===== src/hw/rtl/wrf_pkg.sv =====
// ============================================================================
// Windowed register file package
// Shared codes, constants and word types of the windowed register file with
// trap entry.
// ============================================================================
`default_nettype none

package wrf_pkg;

    // Operation codes carried in the mode field.
    localparam logic [1:0] MODE_READ  = 2'd0;
    localparam logic [1:0] MODE_WRITE = 2'd1;
    localparam logic [1:0] MODE_TRAP  = 2'd2;

    // Register number bits 4:3 select the group.
    localparam logic [1:0] REGION_GLOBAL = 2'd0;
    localparam logic [1:0] REGION_OUT    = 2'd1;
    localparam logic [1:0] REGION_LOCAL  = 2'd2;
    localparam logic [1:0] REGION_IN     = 2'd3;

    // Slots of l1 and l2 within a bank of eight locals.
    localparam logic [2:0] L1_SLOT = 3'd1;
    localparam logic [2:0] L2_SLOT = 3'd2;

    // Trap base bits replaced by the trap code, and the interrupt code base.
    localparam logic [31:0] VEC_MASK = 32'h0000_0ff0;
    localparam logic [7:0]  INT_BASE = 8'h10;

    typedef struct packed {
        logic [1:0]  mode;
        logic [4:0]  reg_num;
        logic [31:0] write_data;
        logic [2:0]  cur_window;
        logic [7:0]  pending_trap;
        logic [3:0]  int_level;
        logic [3:0]  int_mask_level;
        logic        traps_enabled;
        logic        supervisor;
        logic [31:0] prog_counter;
        logic [31:0] next_prog_counter;
        logic [31:0] trap_base;
    } t_in_word;

    typedef struct packed {
        logic [31:0] read_data;
        logic        trap_taken;
        logic [7:0]  trap_code;
        logic [2:0]  new_window;
        logic [31:0] new_pc;
        logic [31:0] new_npc;
        logic        new_traps_enabled;
        logic        new_supervisor;
        logic        new_prev_supervisor;
        logic        error;
    } t_out_word;

endpackage

`default_nettype wire


===== src/hw/rtl/windowed_register_file_trap_entry.sv =====
// ============================================================================
// Windowed register file with trap entry
// Integer register file with overlapping windows, plus trap and interrupt
// entry that saves pc and npc into the new window.
// ============================================================================
// Usage:
// Words enter on the input channel (i_in_valid, o_in_stall, i_in_word) and
// results leave on the output channel (o_out_valid, i_out_stall, o_out_word).
// Every input word gives exactly one result word.
// All registers live in one RAM with one write port and a registered read.
// A read result is registered from the RAM data in S_READ, the state after
// the accepting edge. A write, a check that takes no trap and a taken trap
// all register their result at the accepting edge itself. A taken trap
// writes l1 in the accept cycle and l2 in the following one.
// Reads and taken traps pass through S_READ or S_TRAP, where no new word is
// taken, because of the single RAM write port and the registered RAM read;
// other words go at one word per cycle while the receiver does not stall.
// After reset the block zeroes all 8 + 16 * NUM_WINDOWS RAM entries (136 at
// the default), one entry per cycle, holding o_in_stall high.
// The result sits in an output register. While the receiver stalls, that
// word holds, and a new word is accepted only if the held word leaves in the
// same cycle. Global g0 is never written, so its entry keeps the zero from
// the clearing sweep and needs no special read path.
// ============================================================================
`default_nettype none

module windowed_register_file_trap_entry
    import wrf_pkg::*;
#(
    parameter int NUM_WINDOWS = 8
) (
    input  wire logic      i_clk,
    input  wire logic      i_rst_n,
    input  wire logic      i_in_valid,
    output logic           o_in_stall,
    input  wire t_in_word  i_in_word,
    output logic           o_out_valid,
    input  wire logic      i_out_stall,
    output t_out_word      o_out_word
);

    // Window index width, and a wider width that holds cur_window and the
    // window count while folding the pointer into range.
    localparam int WIN_W      = $clog2(NUM_WINDOWS);
    localparam int TMP_W      = WIN_W + 3;
    localparam int FOLD_STEPS = (8 + NUM_WINDOWS - 1) / NUM_WINDOWS;

    // RAM layout: globals, then the outs of every window, then the locals.
    localparam int OUT_BASE = 8;
    localparam int LOC_BASE = 8 + 8 * NUM_WINDOWS;
    localparam int DEPTH    = 8 + 16 * NUM_WINDOWS;
    localparam int ADDR_W   = $clog2(DEPTH);

    typedef enum logic [1:0] {
        S_CLEAR,
        S_IDLE,
        S_READ,
        S_TRAP
    } t_state;

    t_state            r_state, n_state;
    logic [ADDR_W-1:0] r_clr, n_clr;
    logic              r_out_valid, n_out_valid;
    t_out_word         r_out, n_out;
    t_out_word         r_res, n_res;
    logic [ADDR_W-1:0] r_l2_addr, n_l2_addr;
    logic [31:0]       r_l2_data, n_l2_data;

    logic              in_acc;
    logic [TMP_W-1:0]  fold;
    logic [WIN_W-1:0]  win;
    logic [WIN_W-1:0]  win_prev;
    logic [WIN_W-1:0]  win_next;
    logic [1:0]        region;
    logic [2:0]        reg_low;
    logic [ADDR_W-1:0] reg_addr;
    logic [ADDR_W-1:0] l1_addr;
    logic [ADDR_W-1:0] l2_addr;
    logic              trap_go;
    logic              trap_err;
    logic [7:0]        code;
    logic [31:0]       vec;
    t_out_word         res;

    logic              mem_we;
    logic [ADDR_W-1:0] mem_waddr;
    logic [31:0]       mem_wdata;
    logic [31:0]       mem_rdata;

    // A new word is taken only from idle, and only when the output register
    // is empty or its word leaves at this edge.
    assign o_in_stall = (r_state != S_IDLE) || (r_out_valid && i_out_stall);
    assign in_acc     = i_in_valid && !o_in_stall;

    // The current window pointer is reduced modulo the window count by FOLD_STEPS
    // conditional subtractions; cur_window is only three bits wide.
    always_comb begin
        fold = TMP_W'(i_in_word.cur_window);
        for (int k = 0; k < FOLD_STEPS; k++) begin
            if (fold >= TMP_W'(NUM_WINDOWS)) begin
                fold = fold - TMP_W'(NUM_WINDOWS);
            end
        end
    end

    assign win      = fold[WIN_W-1:0];
    assign win_prev = (win == '0) ? WIN_W'(NUM_WINDOWS - 1) : win - 1'b1;
    assign win_next = (win == WIN_W'(NUM_WINDOWS - 1)) ? '0 : win + 1'b1;

    assign region  = i_in_word.reg_num[4:3];
    assign reg_low = i_in_word.reg_num[2:0];

    // The ins of this window are the outs of the next one.
    always_comb begin
        unique case (region)
            REGION_GLOBAL: reg_addr = ADDR_W'(reg_low);
            REGION_OUT:    reg_addr = ADDR_W'({win, reg_low}) + ADDR_W'(OUT_BASE);
            REGION_LOCAL:  reg_addr = ADDR_W'({win, reg_low}) + ADDR_W'(LOC_BASE);
            REGION_IN:     reg_addr = ADDR_W'({win_next, reg_low}) + ADDR_W'(OUT_BASE);
        endcase
    end

    assign l1_addr = ADDR_W'({win_prev, L1_SLOT}) + ADDR_W'(LOC_BASE);
    assign l2_addr = ADDR_W'({win_prev, L2_SLOT}) + ADDR_W'(LOC_BASE);

    // A pending trap wins over an interrupt. A pending trap with traps
    // disabled is an error and changes nothing.
    assign trap_err = (i_in_word.mode == MODE_TRAP) && (i_in_word.pending_trap != '0)
                      && !i_in_word.traps_enabled;
    assign trap_go  = (i_in_word.mode == MODE_TRAP) && i_in_word.traps_enabled
                      && ((i_in_word.pending_trap != '0)
                          || (i_in_word.int_level > i_in_word.int_mask_level));
    assign code     = (i_in_word.pending_trap != '0) ? i_in_word.pending_trap
                      : INT_BASE + 8'(i_in_word.int_level);
    assign vec      = (i_in_word.trap_base & ~VEC_MASK) | (32'(code) << 4);

    always_comb begin
        res.read_data           = '0;
        res.trap_taken          = trap_go;
        res.trap_code           = trap_go ? code : '0;
        res.new_window          = trap_go ? 3'(TMP_W'(win_prev)) : i_in_word.cur_window;
        res.new_pc              = trap_go ? vec : '0;
        res.new_npc             = trap_go ? vec + 32'd4 : '0;
        res.new_traps_enabled   = trap_go ? 1'b0 : i_in_word.traps_enabled;
        res.new_supervisor      = trap_go ? 1'b1 : i_in_word.supervisor;
        res.new_prev_supervisor = trap_go ? i_in_word.supervisor : 1'b0;
        res.error               = trap_err;
    end

    // Sequencer. Every write is committed at an earlier edge than the one at
    // which the next word can issue its read, so no forwarding path is needed.
    always_comb begin
        n_state     = r_state;
        n_clr       = r_clr;
        n_out_valid = r_out_valid && i_out_stall;
        n_out       = r_out;
        n_res       = r_res;
        n_l2_addr   = r_l2_addr;
        n_l2_data   = r_l2_data;
        mem_we      = 1'b0;
        mem_waddr   = reg_addr;
        mem_wdata   = i_in_word.write_data;

        unique case (r_state)
            S_CLEAR: begin
                mem_we    = 1'b1;
                mem_waddr = r_clr;
                mem_wdata = '0;
                if (r_clr == ADDR_W'(DEPTH - 1)) begin
                    n_state = S_IDLE;
                end else begin
                    n_clr = r_clr + 1'b1;
                end
            end
            S_IDLE: begin
                if (in_acc) begin
                    unique case (i_in_word.mode)
                        MODE_READ: begin
                            n_res   = res;
                            n_state = S_READ;
                        end
                        MODE_WRITE: begin
                            mem_we      = (i_in_word.reg_num != '0);
                            n_out       = res;
                            n_out_valid = 1'b1;
                        end
                        MODE_TRAP: begin
                            if (trap_go) begin
                                mem_we    = 1'b1;
                                mem_waddr = l1_addr;
                                mem_wdata = i_in_word.prog_counter;
                                n_l2_addr = l2_addr;
                                n_l2_data = i_in_word.next_prog_counter;
                                n_state   = S_TRAP;
                            end
                            n_out       = res;
                            n_out_valid = 1'b1;
                        end
                        default: begin
                            n_out       = res;
                            n_out_valid = 1'b1;
                        end
                    endcase
                end
            end
            S_READ: begin
                n_out           = r_res;
                n_out.read_data = mem_rdata;
                n_out_valid     = 1'b1;
                n_state         = S_IDLE;
            end
            S_TRAP: begin
                mem_we    = 1'b1;
                mem_waddr = r_l2_addr;
                mem_wdata = r_l2_data;
                n_state   = S_IDLE;
            end
        endcase
    end

    always_ff @(posedge i_clk) begin
        r_out     <= n_out;
        r_res     <= n_res;
        r_l2_addr <= n_l2_addr;
        r_l2_data <= n_l2_data;
        if (!i_rst_n) begin
            r_state     <= S_CLEAR;
            r_clr       <= '0;
            r_out_valid <= 1'b0;
        end else begin
            r_state     <= n_state;
            r_clr       <= n_clr;
            r_out_valid <= n_out_valid;
        end
    end

    wrf_ram #(
        .WIDTH (32),
        .DEPTH (DEPTH)
    ) u_ram (
        .i_clk   (i_clk),
        .i_we    (mem_we),
        .i_waddr (mem_waddr),
        .i_wdata (mem_wdata),
        .i_raddr (reg_addr),
        .o_rdata (mem_rdata)
    );

    assign o_out_valid = r_out_valid;
    assign o_out_word  = r_out;

    // No word is taken while the RAM is being cleared.
    a_clear_stalls: assert property (@(posedge i_clk) disable iff (!i_rst_n)
        (r_state == S_CLEAR) |-> o_in_stall)
        else $error("word accepted during RAM clear");

    // When read data lands, the output register must be free for it.
    a_read_slot_free: assert property (@(posedge i_clk) disable iff (!i_rst_n)
        (r_state == S_READ) |-> !r_out_valid)
        else $error("read result would overwrite a held word");

    // A taken trap always goes on to write l2.
    a_trap_second_write: assert property (@(posedge i_clk) disable iff (!i_rst_n)
        (in_acc && trap_go) |=> (r_state == S_TRAP) && mem_we)
        else $error("trap entry missed the l2 write");

    // Global g0 is written only by the clearing sweep.
    a_g0_untouched: assert property (@(posedge i_clk) disable iff (!i_rst_n)
        (mem_we && (mem_waddr == '0)) |-> (r_state == S_CLEAR))
        else $error("write to g0 outside the clearing sweep");

endmodule

`default_nettype wire


===== src/hw/rtl/wrf_ram.sv =====
// ============================================================================
// Windowed register file RAM
// Simple dual-port RAM: one write port, one read port with registered data.
// ============================================================================
`default_nettype none

module wrf_ram #(
    parameter int WIDTH = 32,
    parameter int DEPTH = 136,
    localparam int ADDR_W = $clog2(DEPTH)
) (
    input  wire logic              i_clk,
    input  wire logic              i_we,
    input  wire logic [ADDR_W-1:0] i_waddr,
    input  wire logic [WIDTH-1:0]  i_wdata,
    input  wire logic [ADDR_W-1:0] i_raddr,
    output logic      [WIDTH-1:0]  o_rdata
);

    logic [WIDTH-1:0] r_mem [DEPTH];
    logic [WIDTH-1:0] r_rdata;

    always_ff @(posedge i_clk) begin
        if (i_we) begin
            r_mem[i_waddr] <= i_wdata;
        end
        r_rdata <= r_mem[i_raddr];
    end

    assign o_rdata = r_rdata;

endmodule

`default_nettype wire

===== config.mk =====
export PLATFORM = sky130hd
export DESIGN_NAME = windowed_register_file_trap_entry
export DESIGN_NICKNAME = d
export VERILOG_FILES = /design/src/hw/rtl/wrf_pkg.sv /design/src/hw/rtl/windowed_register_file_trap_entry.sv /design/src/hw/rtl/wrf_ram.sv
export SDC_FILE = /design/constraint.sdc
export NUM_CORES = 2
export LEC_CHECK = 0
export BUFFER_PORTS_ARGS = -buffer_cell sky130_fd_sc_hd__buf_2
export CAP_MARGIN = 10
export CORE_ASPECT_RATIO = 1.5
export CORE_MARGIN = 4
export CORE_UTILIZATION = 45
export DETAILED_ROUTE_END_ITERATION = 8
export PLACE_DENSITY = 0.59
export RECOVER_POWER = 50
export REMOVE_ABC_BUFFERS = 1
export SLEW_MARGIN = 30
export SYNTH_ARGS = -nofsm -noshare
export SYNTH_HDL_FRONTEND = slang
export SYNTH_MEMORY_MAX_BITS = 65536
export SYNTH_SLANG_ARGS = --single-unit

===== constraint.sdc =====
create_clock -name i_clk -period 28.4 [get_ports i_clk]
set_clock_uncertainty 0.15 [all_clocks]
set_input_delay 2.84 -clock i_clk [delete_from_list [all_inputs] [get_ports i_clk]]
set_output_delay 2.84 -clock i_clk [all_outputs]
set_load 0.02 [all_outputs]

==> results.sh <==
export IMPL_status="finished, violations left"
export IMPL_violations="max-capacitance violations, max-slew violations"
export IMPL_wl_per_cell_um=35.0
export IMPL_fmax_mhz=66.0
export IMPL_first_iter_violations=9610
export IMPL_fin_crit_ns=15.14
export IMPL_finalCritPeriodShare=0.533
export IMPL_critical_path_class="in -> reg"
export IMPL_synth_seq_cells=4604
export IMPL_cts_tree="built"
export IMPL_hold_viol=0
export IMPL_cts_resized_gates=0
export IMPL_clkPwrFrac=0.416
export IMPL_cp_end_kind="flop"
export IMPL_power_density_mw_per_mm2=68.4
export IMPL_min_path_type="reg -> reg"
export IMPL_io_pins=274
export IMPL_syn_area_per_cell_um2=22.0
export IMPL_dr_total_vias=86900
export IMPL_critPathLaunchType="input port"
export IMPL_root_buffer="clkbuf_16"
export IMPL_r2r_slack_ns=15.43
export IMPL_numCtsBuffers=427
export IMPL_grt_overflow=0
export IMPL_grt_max_degree=105
export IMPL_ff2ff_path_depth=7
export IMPL_clock_latency_ns=1.02
export IMPL_dpl_hpwl_um=290000
export IMPL_tns_ns=0
export IMPL_seq_power_share=0.540
export IMPL_yosysWarnings=0
export IMPL_synth_seq_area_share=0.774
export IMPL_row_count=282
export IMPL_drive_gt1_frac=0.275
export IMPL_critPathMaxFanout=43
export IMPL_grt_pass1_vias=89000
export IMPL_coreArea_mm2=0.394
export IMPL_design_area_mm2=0.201
export IMPL_grt_pass1_wl_um=695000
export IMPL_p_leak_nw=60.3
export IMPL_routed_wl_um=502000
export IMPL_pwr_share_comb=0.044
export IMPL_pre_cts_ws_ns=19.21
export IMPL_post_cts_buffers=0
export IMPL_fillers=31100
export IMPL_dp_cells=13500
export IMPL_vias_per_cell=6.06
export IMPL_power_mw=13.7
export IMPL_r2r_start="r_state[0]"
export IMPL_fin_ws_ns=13.26
export IMPL_min_to="o_out_word[88]"
export IMPL_final_cells=14300
export IMPL_hold_buffers=0
export IMPL_slew_headroom=-2.22
export IMPL_switching_share=0.214
export IMPL_clkSinkCount=4604
export IMPL_ant_nets=0
export IMPL_ys_types=79
export IMPL_dieHeight_um=778
export IMPL_placed_area_mm2=0.188
export IMPL_rsz0062_at_grt="no"
export IMPL_critPathArrivalTime_ns=15.66
export IMPL_ir_drop_mv=0.0630
export IMPL_r2r_end="u_ram.r_mem[103][1]"
export IMPL_h_tree_depth=5
export IMPL_grt_total_usage=0.245
export IMPL_dieArea_mm2=0.406
export IMPL_setup_viol=0
export IMPL_firstDrtPassIters=7
export IMPL_nNetsFinal=8834
export IMPL_cts_buffer_depth=4
export IMPL_port_buffer_count=265
export IMPL_worst_pin_slew_ns=4.83
export IMPL_path_clk_slew_ns=0.07
export IMPL_min_from="u_ram.o_rdata[8]"
export IMPL_initial_utilization=0.452
export IMPL_drc=0
export IMPL_grt_antenna_before_repair=34
export IMPL_syn_area_mm2=0.178
export IMPL_switchingPower_mw=2.94
export IMPL_place_gp_congestion=0.904
export IMPL_die_w_um=522
export IMPL_p_int_mw=10.8
export IMPL_ys_flop_type="edfxtp_1"
export IMPL_syn2layout_area_growth_pct=12.9
export IMPL_whs_path_depth=1
export IMPL_drv_cap=79
export IMPL_netlist_instances=8101
export IMPL_async_reset_ff_frac=0
export IMPL_critPathRequiredTime_ns=28.92
export IMPL_synth_edf_count=4561
export IMPL_final_max_slew_viol_count=4763
==> worst max-delay path, stage by stage <==
cell,delay [ns]
clkbuf_1,0.25
nor4_1,1.21
and2_0,0.42
nor3_1,0.23
nor2_1,2.23
clkinvlp_2,3.01
o211ai_1,2.44
nand4b_1,0.26
clkbuf_1,1.35
nor2_1,0.74
buf_4,0.48
==> metal layers <==
layer  GRT usage  vias to the layer above  share of wire
met5           0                        -       0.000034
met4       0.144                        2          0.070
met3      0.0392                      938          0.074
met2       0.412                     3882           0.50
met1       0.300                    47000           0.35
li1            -                    35000              -
==> cells by family after synthesis <==
group,count (synthesis),synth area share
flops,4604,0.774
mux,1375,0.164
simple gates,1125,0.0287
buf+inv,509,0.0126
compound gates,434,0.0178
xor+xnor,35,0.00172
fa+ha+maj,19,0.00134
==> layout by cell type, fill, tap and decap left out, types with 17 or more instances in the layout <==
cell | Yosys | final
a211o_1 | 56 | 56
a21oi_1 | 160 | 158
a222oi_1 | 32 | 32
a22o_1 | 60 | 60
a31oi_1 | 18 | 17
and2_0 | 1 | 54
and2_1 | 71 | 19
and3_1 | 17 | 17
buf_2 | 140 | 144
buf_4 | 19 | 243
bufinv_16 | 0 | 46
clkbuf_1 | 236 | 253
clkbuf_16 | 0 | 433
clkinv_1 | 1 | 90
clkinv_2 | 0 | 86
clkinvlp_2 | 0 | 33
dfxtp_1 | 43 | 43
diode_2 | 0 | 76
edfxtp_1 | 4561 | 4561
ha_1 | 19 | 18
inv_1 | 50 | 19
mux2_2 | 34 | 32
mux2i_1 | 114 | 112
mux4_2 | 1226 | 1226
nand2_1 | 603 | 601
nand3_1 | 135 | 135
nand4_1 | 46 | 46
nor2_1 | 176 | 70
nor2_4 | 10 | 117
o21ai_0 | 29 | 29
o31ai_1 | 24 | 24
xor2_1 | 19 | 19
==> power by group through the flow <==
stage | registers [mW] | clock network (mW) | logic [mW]
after floorplan | 7.54 | 0 | 0.329
after detailed placement | 7.56 | 0 | 0.607
after global placement | 7.56 | 0 | 0.605
after CTS | 7.42 | 5.82 | 0.609
after global routing | 7.41 | 6.09 | 0.627
final | 7.42 | 5.72 | 0.605
==> layout make-up <==
class	count	area, µm²	area share
Inverter	53	241	0.00120
Clock inverter	261	2570	0.0128
Multi-Input combinational cell	2988	39000	0.194
Clock buffer	512	11200	0.0555
Antenna cell	76	190	0.000946
Sequential cell	4604	138000	0.686
Tap cell	5254	6570	0.0327
Timing Repair Buffer	581	3510	0.0175
==> how the worst max path moves through the flow <==
| stage | slack (ns) | cells after the start | endpoint | startpoint |
|---|---|---|---|---|
| after floorplan | 11.39 | 8 | u_ram.r_mem[133][0] | i_in_word[114] |
| after global placement | 19.22 | 12 | u_ram.o_rdata[28] | i_in_word[149] |
| after detailed placement | 19.21 | 12 | u_ram.o_rdata[28] | i_in_word[149] |
| after CTS | 20.24 | 12 | u_ram.o_rdata[28] | i_in_word[149] |
| after global routing | 12.81 | 11 | u_ram.r_mem[78][0] | i_in_word[113] |
| final | 13.26 | 11 | u_ram.r_mem[78][0] | i_in_word[113] |
==> stage by stage <==
| stage | hold WS, ns | utilization |
|---|---|---|
| after global routing | 0.396 | 0.510 |
| after floorplan | 0.336 | - |
| final | 0.371 | 0.511 |
| after detailed placement | 0.350 | 0.477 |
| after global placement | 0.348 | 0.476 |
| after CTS | 0.364 | 0.511 |
==> state kept, by name, indices dropped and copies added (netlist names) <==
name and flops:
r_res 70, u_ram.o_rdata 32, o_out_valid 1, u_ram.r_mem 4352, r_clr 8, o_out_word 102
r_l2_data 32, r_state 2, r_l2_addr 5
==> Yosys cell counts (34+ instances only) <==
| library cell | number | area (µm²) |
|---|---|---|
| edfxtp_1 | 4561 | 137000 |
| mux4_2 | 1226 | 27600 |
| nand2_1 | 603 | 2260 |
| clkbuf_1 | 236 | 886 |
| nor2_1 | 176 | 661 |
| a21oi_1 | 160 | 801 |
| buf_2 | 140 | 701 |
| nand3_1 | 135 | 676 |
| mux2i_1 | 114 | 1140 |
| and2_1 | 71 | 444 |
| a22o_1 | 60 | 526 |
| a211o_1 | 56 | 490 |
| buf_1 | 51 | 191 |
| inv_1 | 50 | 188 |
| nand4_1 | 46 | 288 |
| dfxtp_1 | 43 | 861 |
| mux2_2 | 34 | 383 |
No activity file was read; power rests on OpenSTA's default activity.
